## src/sv/segment_reorder_receiver_assert.svh

```systemverilog
// ----------------------------------------------------------------------------
// Segment reorder receiver assertion macros
// Shared concurrent assertion forms used by the receiver RTL.
// ----------------------------------------------------------------------------
`ifndef SEGMENT_REORDER_RECEIVER_ASSERT_SVH
`define SEGMENT_REORDER_RECEIVER_ASSERT_SVH

// same-cycle implication
`define SRR_ASSERT_HOLDS(label, clk, rst_n, ante, cons, msg) \
    label: assert property (@(posedge clk) disable iff (!rst_n) (ante) |-> (cons)) \
        else $error(msg);

// next-cycle implication
`define SRR_ASSERT_NEXT(label, clk, rst_n, ante, cons, msg) \
    label: assert property (@(posedge clk) disable iff (!rst_n) (ante) |=> (cons)) \
        else $error(msg);

`endif

```

## src/sv/srr_pkg.sv

```systemverilog
// ----------------------------------------------------------------------------
// Segment reorder receiver package
// Types, codes and reset constants shared by the receiver modules.
// ----------------------------------------------------------------------------
package srr_pkg;

    localparam int WINDOW_SLOTS_DEFAULT = 16;

    localparam int CFG_INDEX_W = 1;
    localparam int CFG_DATA_W  = 32;

    localparam logic [7:0]  HEADER_BYTES_RESET     = 8'd16;
    localparam logic [31:0] INITIAL_SEQUENCE_RESET = 32'd1;

    localparam logic [CFG_INDEX_W-1:0] CFG_HEADER_BYTES     = 1'b0;
    localparam logic [CFG_INDEX_W-1:0] CFG_INITIAL_SEQUENCE = 1'b1;

    typedef enum logic [1:0] {
        STATUS_ACCEPTED  = 2'd0,
        STATUS_OLDER     = 2'd1,
        STATUS_DUPLICATE = 2'd2,
        STATUS_FULL      = 2'd3
    } status_t;

    typedef enum logic {
        KIND_DELIVER = 1'b0,
        KIND_ACK     = 1'b1
    } kind_t;

    typedef enum logic [2:0] {
        S_IDLE,
        S_SEARCH,
        S_SHIFT,
        S_INSERT,
        S_DELIV_RD,
        S_DELIV_CHK,
        S_ACK
    } state_t;

    typedef struct packed {
        logic [31:0] seq_number;
        logic [15:0] payload_length;
        logic        fin_mark;
        logic [7:0]  buffer_tag;
    } segment_t;

    typedef struct packed {
        kind_t       kind;
        logic [7:0]  out_tag;
        logic [15:0] out_length;
        logic [31:0] ack_number;
        logic        fin_seen;
        status_t     status;
        logic        last;
    } result_t;

    typedef struct packed {
        logic        valid;
        result_t     result;
    } emit_t;

    typedef struct packed {
        logic [7:0]  header_bytes;
        logic        load_seq;
        logic [31:0] seq_value;
    } cfg_t;

endpackage

```

## src/sv/srr_ram.sv

```systemverilog
// ----------------------------------------------------------------------------
// Generic RAM
// One write port, one read port, registered read data.
// ----------------------------------------------------------------------------
module srr_ram #(
    parameter int WIDTH = 8,
    parameter int DEPTH = 16
) (
    input  logic                     clk,
    input  logic                     we,
    input  logic [$clog2(DEPTH)-1:0] waddr,
    input  logic [WIDTH-1:0]         wdata,
    input  logic [$clog2(DEPTH)-1:0] raddr,
    output logic [WIDTH-1:0]         rdata
);

    logic [WIDTH-1:0] mem [DEPTH];

    always_ff @(posedge clk)
    begin
        if (we)
        begin
            mem[waddr] <= wdata;
        end
        rdata <= mem[raddr];
    end

endmodule

```

## src/sv/srr_core.sv

```systemverilog
// ----------------------------------------------------------------------------
// Segment reorder receiver core
// Sequencer over the sorted segment store: search, shift, insert, deliver.
// ----------------------------------------------------------------------------
module srr_core #(
    parameter int WINDOW_SLOTS = srr_pkg::WINDOW_SLOTS_DEFAULT
) (
    input  logic              clk,
    input  logic              rst_n,
    input  logic              start,
    input  srr_pkg::segment_t segment,
    input  srr_pkg::cfg_t     cfg,
    output logic              busy,
    output srr_pkg::emit_t    emit
);

`include "segment_reorder_receiver_assert.svh"

    localparam int AW = $clog2(WINDOW_SLOTS);
    localparam int CW = $clog2(WINDOW_SLOTS + 1);
    localparam int EW = $bits(srr_pkg::segment_t);
    localparam logic [AW:0]   N_W  = (AW+1)'(WINDOW_SLOTS);
    localparam logic [CW-1:0] N_CW = CW'(WINDOW_SLOTS);

    srr_pkg::state_t   state_reg, state_next;
    logic [AW-1:0]     head_reg, head_next;
    logic [CW-1:0]     count_reg, count_next;
    logic [CW-1:0]     pos_reg, pos_next;
    srr_pkg::segment_t seg_reg, seg_next;
    srr_pkg::status_t  status_reg, status_next;
    logic              fin_reg, fin_next;
    logic [31:0]       expect_reg, expect_next;
    logic [CW-1:0]     sh_idx_reg, sh_idx_next;
    logic              sh_more_reg, sh_more_next;
    logic              pend_reg, pend_next;
    logic [CW-1:0]     pend_idx_reg, pend_idx_next;

    logic              ram_we;
    logic [AW-1:0]     ram_waddr;
    logic [EW-1:0]     ram_wdata;
    logic [AW-1:0]     ram_raddr;
    logic [EW-1:0]     ram_rdata;
    srr_pkg::segment_t rd_entry;
    logic [31:0]       advanced;

    function automatic logic [AW-1:0] phys(input logic [AW-1:0] base,
                                           input logic [CW-1:0] k);
        logic [AW:0] s;
        s = {1'b0, base} + (AW+1)'(k);
        if (s >= N_W)
        begin
            s = s - N_W;
        end
        return s[AW-1:0];
    endfunction

    srr_ram #(
        .WIDTH (EW),
        .DEPTH (WINDOW_SLOTS)
    ) u_store (
        .clk   (clk),
        .we    (ram_we),
        .waddr (ram_waddr),
        .wdata (ram_wdata),
        .raddr (ram_raddr),
        .rdata (ram_rdata)
    );

    assign rd_entry = srr_pkg::segment_t'(ram_rdata);
    assign advanced = expect_reg + 32'(rd_entry.payload_length) + 32'(cfg.header_bytes);
    assign busy     = (state_reg != srr_pkg::S_IDLE);

    always_ff @(posedge clk or negedge rst_n)
    begin
        if (!rst_n)
        begin
            state_reg   <= srr_pkg::S_IDLE;
            head_reg    <= '0;
            count_reg   <= '0;
            expect_reg  <= srr_pkg::INITIAL_SEQUENCE_RESET;
            sh_more_reg <= 1'b0;
            pend_reg    <= 1'b0;
        end
        else
        begin
            state_reg   <= state_next;
            head_reg    <= head_next;
            count_reg   <= count_next;
            expect_reg  <= expect_next;
            sh_more_reg <= sh_more_next;
            pend_reg    <= pend_next;
        end
    end

    always_ff @(posedge clk)
    begin
        pos_reg      <= pos_next;
        seg_reg      <= seg_next;
        status_reg   <= status_next;
        fin_reg      <= fin_next;
        sh_idx_reg   <= sh_idx_next;
        pend_idx_reg <= pend_idx_next;
    end

    always_comb
    begin
        state_next    = state_reg;
        head_next     = head_reg;
        count_next    = count_reg;
        pos_next      = pos_reg;
        seg_next      = seg_reg;
        status_next   = status_reg;
        fin_next      = fin_reg;
        expect_next   = expect_reg;
        sh_idx_next   = sh_idx_reg;
        sh_more_next  = sh_more_reg;
        pend_next     = pend_reg;
        pend_idx_next = pend_idx_reg;
        ram_we        = 1'b0;
        ram_waddr     = head_reg;
        ram_wdata     = ram_rdata;
        ram_raddr     = head_reg;
        emit          = '0;

        case (state_reg)
            srr_pkg::S_IDLE:
            begin
                if (start)
                begin
                    seg_next = segment;
                    pos_next = '0;
                    fin_next = 1'b0;
                    if (segment.seq_number < expect_reg)
                    begin
                        status_next = srr_pkg::STATUS_OLDER;
                        state_next  = srr_pkg::S_DELIV_RD;
                    end
                    else
                    begin
                        status_next = srr_pkg::STATUS_ACCEPTED;
                        state_next  = srr_pkg::S_SEARCH;
                    end
                end
            end

            srr_pkg::S_SEARCH:
            begin
                if (pos_reg < count_reg && rd_entry.seq_number < seg_reg.seq_number)
                begin
                    pos_next  = pos_reg + 1'b1;
                    ram_raddr = phys(head_reg, pos_reg + 1'b1);
                end
                else if (pos_reg < count_reg && rd_entry.seq_number == seg_reg.seq_number)
                begin
                    status_next = srr_pkg::STATUS_DUPLICATE;
                    state_next  = srr_pkg::S_DELIV_RD;
                end
                else if (count_reg == N_CW)
                begin
                    status_next = srr_pkg::STATUS_FULL;
                    state_next  = srr_pkg::S_DELIV_RD;
                end
                else if (pos_reg == count_reg)
                begin
                    state_next = srr_pkg::S_INSERT;
                end
                else
                begin
                    sh_idx_next  = count_reg - 1'b1;
                    sh_more_next = 1'b1;
                    pend_next    = 1'b0;
                    state_next   = srr_pkg::S_SHIFT;
                end
            end

            srr_pkg::S_SHIFT:
            begin
                // read entry j while writing the previous read one slot up
                if (pend_reg)
                begin
                    ram_we    = 1'b1;
                    ram_waddr = phys(head_reg, pend_idx_reg + 1'b1);
                    ram_wdata = ram_rdata;
                end
                if (sh_more_reg)
                begin
                    ram_raddr     = phys(head_reg, sh_idx_reg);
                    pend_next     = 1'b1;
                    pend_idx_next = sh_idx_reg;
                    if (sh_idx_reg == pos_reg)
                    begin
                        sh_more_next = 1'b0;
                    end
                    else
                    begin
                        sh_idx_next = sh_idx_reg - 1'b1;
                    end
                end
                else
                begin
                    pend_next  = 1'b0;
                    state_next = srr_pkg::S_INSERT;
                end
            end

            srr_pkg::S_INSERT:
            begin
                ram_we     = 1'b1;
                ram_waddr  = phys(head_reg, pos_reg);
                ram_wdata  = seg_reg;
                count_next = count_reg + 1'b1;
                state_next = srr_pkg::S_DELIV_RD;
            end

            srr_pkg::S_DELIV_RD:
            begin
                ram_raddr = head_reg;
                if (count_reg == '0)
                begin
                    state_next = srr_pkg::S_ACK;
                end
                else
                begin
                    state_next = srr_pkg::S_DELIV_CHK;
                end
            end

            srr_pkg::S_DELIV_CHK:
            begin
                // prefetch the entry behind the head
                ram_raddr = phys(head_reg, CW'(1));
                if (rd_entry.seq_number == expect_reg)
                begin
                    emit.valid             = 1'b1;
                    emit.result.kind       = srr_pkg::KIND_DELIVER;
                    emit.result.out_tag    = rd_entry.buffer_tag;
                    emit.result.out_length = rd_entry.payload_length;
                    emit.result.ack_number = advanced;
                    emit.result.fin_seen   = rd_entry.fin_mark;
                    emit.result.status     = status_reg;
                    emit.result.last       = 1'b0;
                    expect_next = advanced;
                    fin_next    = fin_reg | rd_entry.fin_mark;
                    head_next   = phys(head_reg, CW'(1));
                    count_next  = count_reg - 1'b1;
                    if (count_reg == CW'(1))
                    begin
                        state_next = srr_pkg::S_ACK;
                    end
                end
                else
                begin
                    state_next = srr_pkg::S_ACK;
                end
            end

            srr_pkg::S_ACK:
            begin
                emit.valid             = 1'b1;
                emit.result.kind       = srr_pkg::KIND_ACK;
                emit.result.out_tag    = '0;
                emit.result.out_length = '0;
                emit.result.ack_number = expect_reg;
                emit.result.fin_seen   = fin_reg;
                emit.result.status     = status_reg;
                emit.result.last       = 1'b1;
                state_next             = srr_pkg::S_IDLE;
            end

            default:
            begin
                state_next = srr_pkg::S_IDLE;
            end
        endcase

        if (cfg.load_seq)
        begin
            expect_next = cfg.seq_value;
        end
    end

    `SRR_ASSERT_HOLDS(a_count_bound, clk, rst_n, 1'b1, count_reg <= N_CW,
        "held count exceeds window")
    `SRR_ASSERT_HOLDS(a_insert_room, clk, rst_n, state_reg == srr_pkg::S_INSERT,
        count_reg < N_CW, "insert into full window")
    `SRR_ASSERT_HOLDS(a_deliver_held, clk, rst_n,
        emit.valid && emit.result.kind == srr_pkg::KIND_DELIVER,
        count_reg != '0, "delivery from empty window")
    `SRR_ASSERT_NEXT(a_ack_ends, clk, rst_n, state_reg == srr_pkg::S_ACK,
        state_reg == srr_pkg::S_IDLE && !emit.valid, "ack not followed by idle")

endmodule

```

## src/sv/segment_reorder_receiver.sv

```systemverilog
// ----------------------------------------------------------------------------
// Segment reorder receiver
// Sorted reassembly of received segments with in-order delivery and a
// cumulative acknowledgement per segment.
// ----------------------------------------------------------------------------
// A segment is taken when start is high and busy is low. The block then stays
// busy while one sequencer walks the segment store, one entry per cycle over a
// single-port-read RAM: it takes the segment, searches past the held entries,
// moves the entries behind the insert point one slot up when there are any,
// inserts, reads the head and delivers each in-order segment (checking also a
// head that does not match), then gives the acknowledgement; an older,
// duplicate or full segment goes straight to delivery. Each delivery and
// the final acknowledgement appear for exactly one cycle on result with
// result_valid; the receiver cannot stall them, so results must be captured
// when shown.
// ----------------------------------------------------------------------------
module segment_reorder_receiver #(
    parameter int WINDOW_SLOTS = srr_pkg::WINDOW_SLOTS_DEFAULT
) (
    input  logic                             clk,
    input  logic                             rst_n,
    input  logic                             start,
    output logic                             busy,
    input  srr_pkg::segment_t                segment,
    output logic                             result_valid,
    output srr_pkg::result_t                 result,
    input  logic                             cfg_we,
    input  logic [srr_pkg::CFG_INDEX_W-1:0]  cfg_index,
    input  logic [srr_pkg::CFG_DATA_W-1:0]   cfg_data
);

    logic             valid_reg, valid_next;
    srr_pkg::result_t result_reg, result_next;
    logic [7:0]       header_reg, header_next;
    srr_pkg::cfg_t    cfg;
    srr_pkg::emit_t   emit;

    always_comb
    begin
        header_next = header_reg;
        if (cfg_we && cfg_index == srr_pkg::CFG_HEADER_BYTES)
        begin
            header_next = cfg_data[7:0];
        end
        cfg.header_bytes = header_reg;
        cfg.load_seq     = cfg_we && (cfg_index == srr_pkg::CFG_INITIAL_SEQUENCE);
        cfg.seq_value    = cfg_data[31:0];
        valid_next       = emit.valid;
        result_next      = emit.result;
    end

    always_ff @(posedge clk or negedge rst_n)
    begin
        if (!rst_n)
        begin
            valid_reg  <= 1'b0;
            header_reg <= srr_pkg::HEADER_BYTES_RESET;
        end
        else
        begin
            valid_reg  <= valid_next;
            header_reg <= header_next;
        end
    end

    always_ff @(posedge clk)
    begin
        result_reg <= result_next;
    end

    srr_core #(
        .WINDOW_SLOTS (WINDOW_SLOTS)
    ) u_core (
        .clk     (clk),
        .rst_n   (rst_n),
        .start   (start),
        .segment (segment),
        .cfg     (cfg),
        .busy    (busy),
        .emit    (emit)
    );

    assign result_valid = valid_reg;
    assign result       = result_reg;

endmodule

```

## config.mk

```make
export PLATFORM = sky130hd
export DESIGN_NAME = segment_reorder_receiver
export DESIGN_NICKNAME = d
export VERILOG_FILES = /design/src/sv/srr_pkg.sv /design/src/sv/srr_ram.sv /design/src/sv/srr_core.sv /design/src/sv/segment_reorder_receiver.sv
export VERILOG_INCLUDE_DIRS = /design/src /design/src/sv
export SDC_FILE = /design/constraint.sdc
export NUM_CORES = 2
export LEC_CHECK = 0
export BUFFER_PORTS_ARGS = -buffer_cell sky130_fd_sc_hd__buf_2
export CAP_MARGIN = 20
export CORE_MARGIN = 1
export CORE_UTILIZATION = 56
export DETAILED_ROUTE_END_ITERATION = 8
export PLACE_DENSITY_LB_ADDON = 0.3
export SYNTH_ARGS = -nofsm -noshare
export SYNTH_HDL_FRONTEND = slang
export SYNTH_SLANG_ARGS = --single-unit
export TNS_END_PERCENT = 1
```

## constraint.sdc

```tcl
create_clock -name clk -period 5.2 [get_ports clk]
set_clock_uncertainty 0.2 [all_clocks]
set_input_delay 0.26 -clock clk [delete_from_list [all_inputs] [get_ports clk]]
set_output_delay 0.26 -clock clk [all_outputs]
set_load 0.01 [all_outputs]
```

==> impl_results.md <==
- Outcome: complete, no violations
- Core area: 0.0853 mm²
- Vias/cell: 6.14
- Starting density of the core: 56.5%
- FP Rows: 107
- Net Sw Frac: 35.3%
- Synthesized area: 0.0482 mm²
- Setup CP Type: reg -> reg
- Register-to-Register Path Depth: 15
- Worst reg2reg setup slack: 0.55 ns
- Maxcap violations: 0
- Critical path peak fanout: 8
- Vias: 30,571
- Psw: 11,200 µW
- # DRC: 0
- Dpl ws: 0.535 ns
- All-Layer GR Usage: 28.7%
- Syn Nets: 3,662
- IO Pins: 157
- Combinational power share: 33.2%
- Final Cycle Share: 89.4%
- Relative slew margins: 25.7%
- Cts repair resizes: 0
- Nets: 3,953
- Fin Hold WS: 0.0607 ns
- Reg2reg end: u_core.expect_reg[31]
- Area after DPL: 0.0511 mm²
- Async S/R FF share, synth: 4.75%
- Die area: 0.0873 mm²
- Slowest CP cell: o311ai_0
- Total wire length: 125,000 µm
- Clock network fraction of design power: 25.5%
- Synth cell types: 71
- CTS clk-pin slew, worst paths: 0.06 ns
- CTS tree: built
- Pin slew with the least headroom to its limit: 1.11 ns
- Yosys reg bits: 1,158
- I/O Buffers: 156
- Grt ovf: 0
- Setup TNS: 0 ns
- Fin. Hold Viols: 0
- Max reg flops: 912
- Reg power frac: 41.3%
- EDFF count, synth: 986
- Crit path DAT: 5.00 ns
- Final HPWL DP: 72,400 µm
- Design Area, Final: 0.0557 mm²
- # H-tree levels: 3
- CTS max path bufs: 3
- Number of global-route vias before repair: 29,103
- Initial DRT Pass Iterations: 6
- WL/cell: 25.0 µm
- Hold Crit Class: in -> async
- Peak VDD IR: 0.000529 V
- Crit. Startpoint: header_reg[1]
- Later-pin clock latency in the skew report: 0.70 ns
- RSZ-0062 raised after global routing: false
- Leakage: 0.0197 µW
- CTS Sinks: 1,158
- Synth area leader: edfxtp_1
- CP required: 5.55 ns
- CP endpoint kind: flop
- Final setup vio count: 0
- Mean Syn Cell Area: 14.0 µm²
- Startpoint types: flop
- Sequential fraction of the synthesis area: 69.1%
- Clock root buffer: clkbuf_16
- Largest cells by area after synthesis: edfxtp_1, mux2i_1, dfxtp_1
- CTS buffer count: 113
- Initial antenna violation count: 4
- Largest net degree at the start of global routing: 81
- DRT iter0 DRCs: 3,561
- Antenna viol nets, final: 0
- Max incr delay on CP: 0.58 ns
- Pint: 20,400 µW
- Synth Warn #: 0
- Ys flop type: edfxtp_1
- Tmin final: 4.65 ns
- Share of the synthesized area in the top cell type: 61.4%
- Ratio of cells with drive above 1 in the final layout: 13.4%
- Pwr/cell area: 567 mW/mm²
- Reg2reg start: header_reg[1]
- First-pass GRT wire length: 184,000 µm
- Final weighted congestion in routability-driven placement: 1.02
- Fmax: 215 MHz
- Die Wd: 295 µm
- Synthesized instance count: 3,445
- Die Height: 295 µm
- Fin worst setup slack: 0.550 ns
- Fin. max-slew vios: 0
- Area growth, synth to finish: 15.5%
- CP Cell Sequence: fa_1 -> ha_1 -> inv_1 -> fa_1 -> nor2b_1 -> o21ai_0 -> a21boi_0 -> o21ai_0 -> o311ai_0 -> a41o_1 -> buf_4 -> nand3_1 -> nor3_1 -> xnor2_1 -> o21ai_1
-- critical path, delay by kind of cell (launching register included) --
kind	cells	cell delay, ns
adder cells (fa/ha/maj)	3	1.18
XOR/XNOR	1	0.15
AO/OA/AOI/OAI	6	1.68
AND/OR/NAND/NOR	3	0.62
buffers and inverters	2	0.27
flip-flops	1	0.40
-- per-layer routing --
| metal | GRT usage, % | wire length, µm |
|---|---|---|
| met1 | 40.1 | 50500 |
| met4 | 12.9 | 5250 |
| met3 | 5.02 | 12000 |
| met2 | 44.2 | 57000 |
| met5 | 0 | 34 |
-- worst max path at each step --
stage	to	cells past startpoint
final	u_core.expect_reg[31]	15
after global routing	u_core.expect_reg[31]	15
after CTS	u_core.expect_reg[31]	15
after detailed placement	u_core.expect_reg[31]	15
after global placement	u_core.expect_reg[31]	15
after floorplan	u_core.u_store.mem[13][0]	9
-- power groups by stage --
stage / combinational, µW / sequential (µW) / clock, µW
floorplan: 6890 / 12800 / 0
global placement: 9990 / 13200 / 0
detailed placement: 10200 / 13200 / 0
CTS: 10300 / 13000 / 8150
global route: 11300 / 13100 / 8510
finish: 10500 / 13000 / 8070
-- final cells by class --
cell class	count	area (µm²)
sequential	1158	33300
fill	5882	29600
multi-input combinational	2000	13800
clock buffer	172	3290
timing repair buffer	364	3070
tap	1144	1430
clock inverter	43	417
inverter	99	372
antenna	1	2.50
-- placed cells by master (no fill, tap or decap), drive strengths merged, types with 6 or more instances in the layout --
cell / netlist / layout
fa: 13 / 13
nand4: 24 / 24
buf: 85 / 273
bufinv: 0 / 6
nor3: 24 / 24
dfrtp: 53 / 53
clkbuf: 103 / 172
and2: 32 / 32
nand2b: 10 / 10
a21oi: 172 / 172
nor4: 11 / 11
a21o: 28 / 28
edfxtp: 986 / 986
nor2: 88 / 88
ha: 110 / 110
dlygate4sd3: 0 / 91
xnor2: 55 / 55
mux2i: 293 / 293
xor2: 32 / 32
nand3: 202 / 202
or3: 6 / 6
o31ai: 8 / 8
a32oi: 57 / 57
mux2: 39 / 39
nand2: 484 / 484
o21ai: 112 / 112
inv: 99 / 104
nor2b: 8 / 8
a221o: 114 / 114
a31oi: 16 / 16
clkinv: 0 / 30
dfxtp: 117 / 117
-- synthesized netlist by cell type (6+ instances only) --
cell	instances
o21ai_0	106
nand2b_1	10
clkbuf_1	103
nor2b_1	8
xor2_1	32
inv_1	97
mux2i_1	293
a21o_1	28
o21ai_1	6
dfrtp_1	53
nand2_1	484
a31oi_1	15
nor3_1	24
fa_1	13
xnor2_1	55
buf_4	14
buf_2	49
nand4_1	24
ha_1	110
nand3_1	202
edfxtp_1	986
a21oi_1	172
buf_1	9
nor2_1	87
buf_6	7
or3_1	6
o31ai_1	8
nor4_1	10
and2_1	32
a221o_1	114
dfxtp_1	117
mux2_2	39
a32oi_1	57
-- through the flow --
| step | util, % | cells | total power [µW] |
|---|---|---|---|
| detailed placement | 59.9 | 4674 | 23400 |
| CTS | 65.3 | 4980 | 31500 |
| global placement | 59.9 | 4674 | 23200 |
| global route | 65.3 | 4980 | 32900 |
| finish | 65.3 | 4981 | 31600 |
| floorplan | - | 3445 | 19700 |
-- what timing repair did --
action                                  CTS  global route
endpoints found under the hold margin   156             0
setup buffers                             0             0
hold buffers                             91             0
endpoints found under the setup margin    0             0
-- logic make-up (layout without fill, tap and decap cells) --
logic type / count (synthesis) / count (layout) / synth area share (%)
AO/OA/AOI/OAI: 551 / 551 / 7.89
multiplexers: 332 / 332 / 6.99
AND/OR/NAND/NOR: 907 / 907 / 8.28
XOR/XNOR: 87 / 87 / 1.58
buffers and inverters: 287 / 678 / 2.73
adder cells (fa/ha/maj): 123 / 123 / 3.39
flip-flops: 1158 / 1158 / 69.1
other: 0 / 1 / 0
Power figures use the tool's default switching activity.
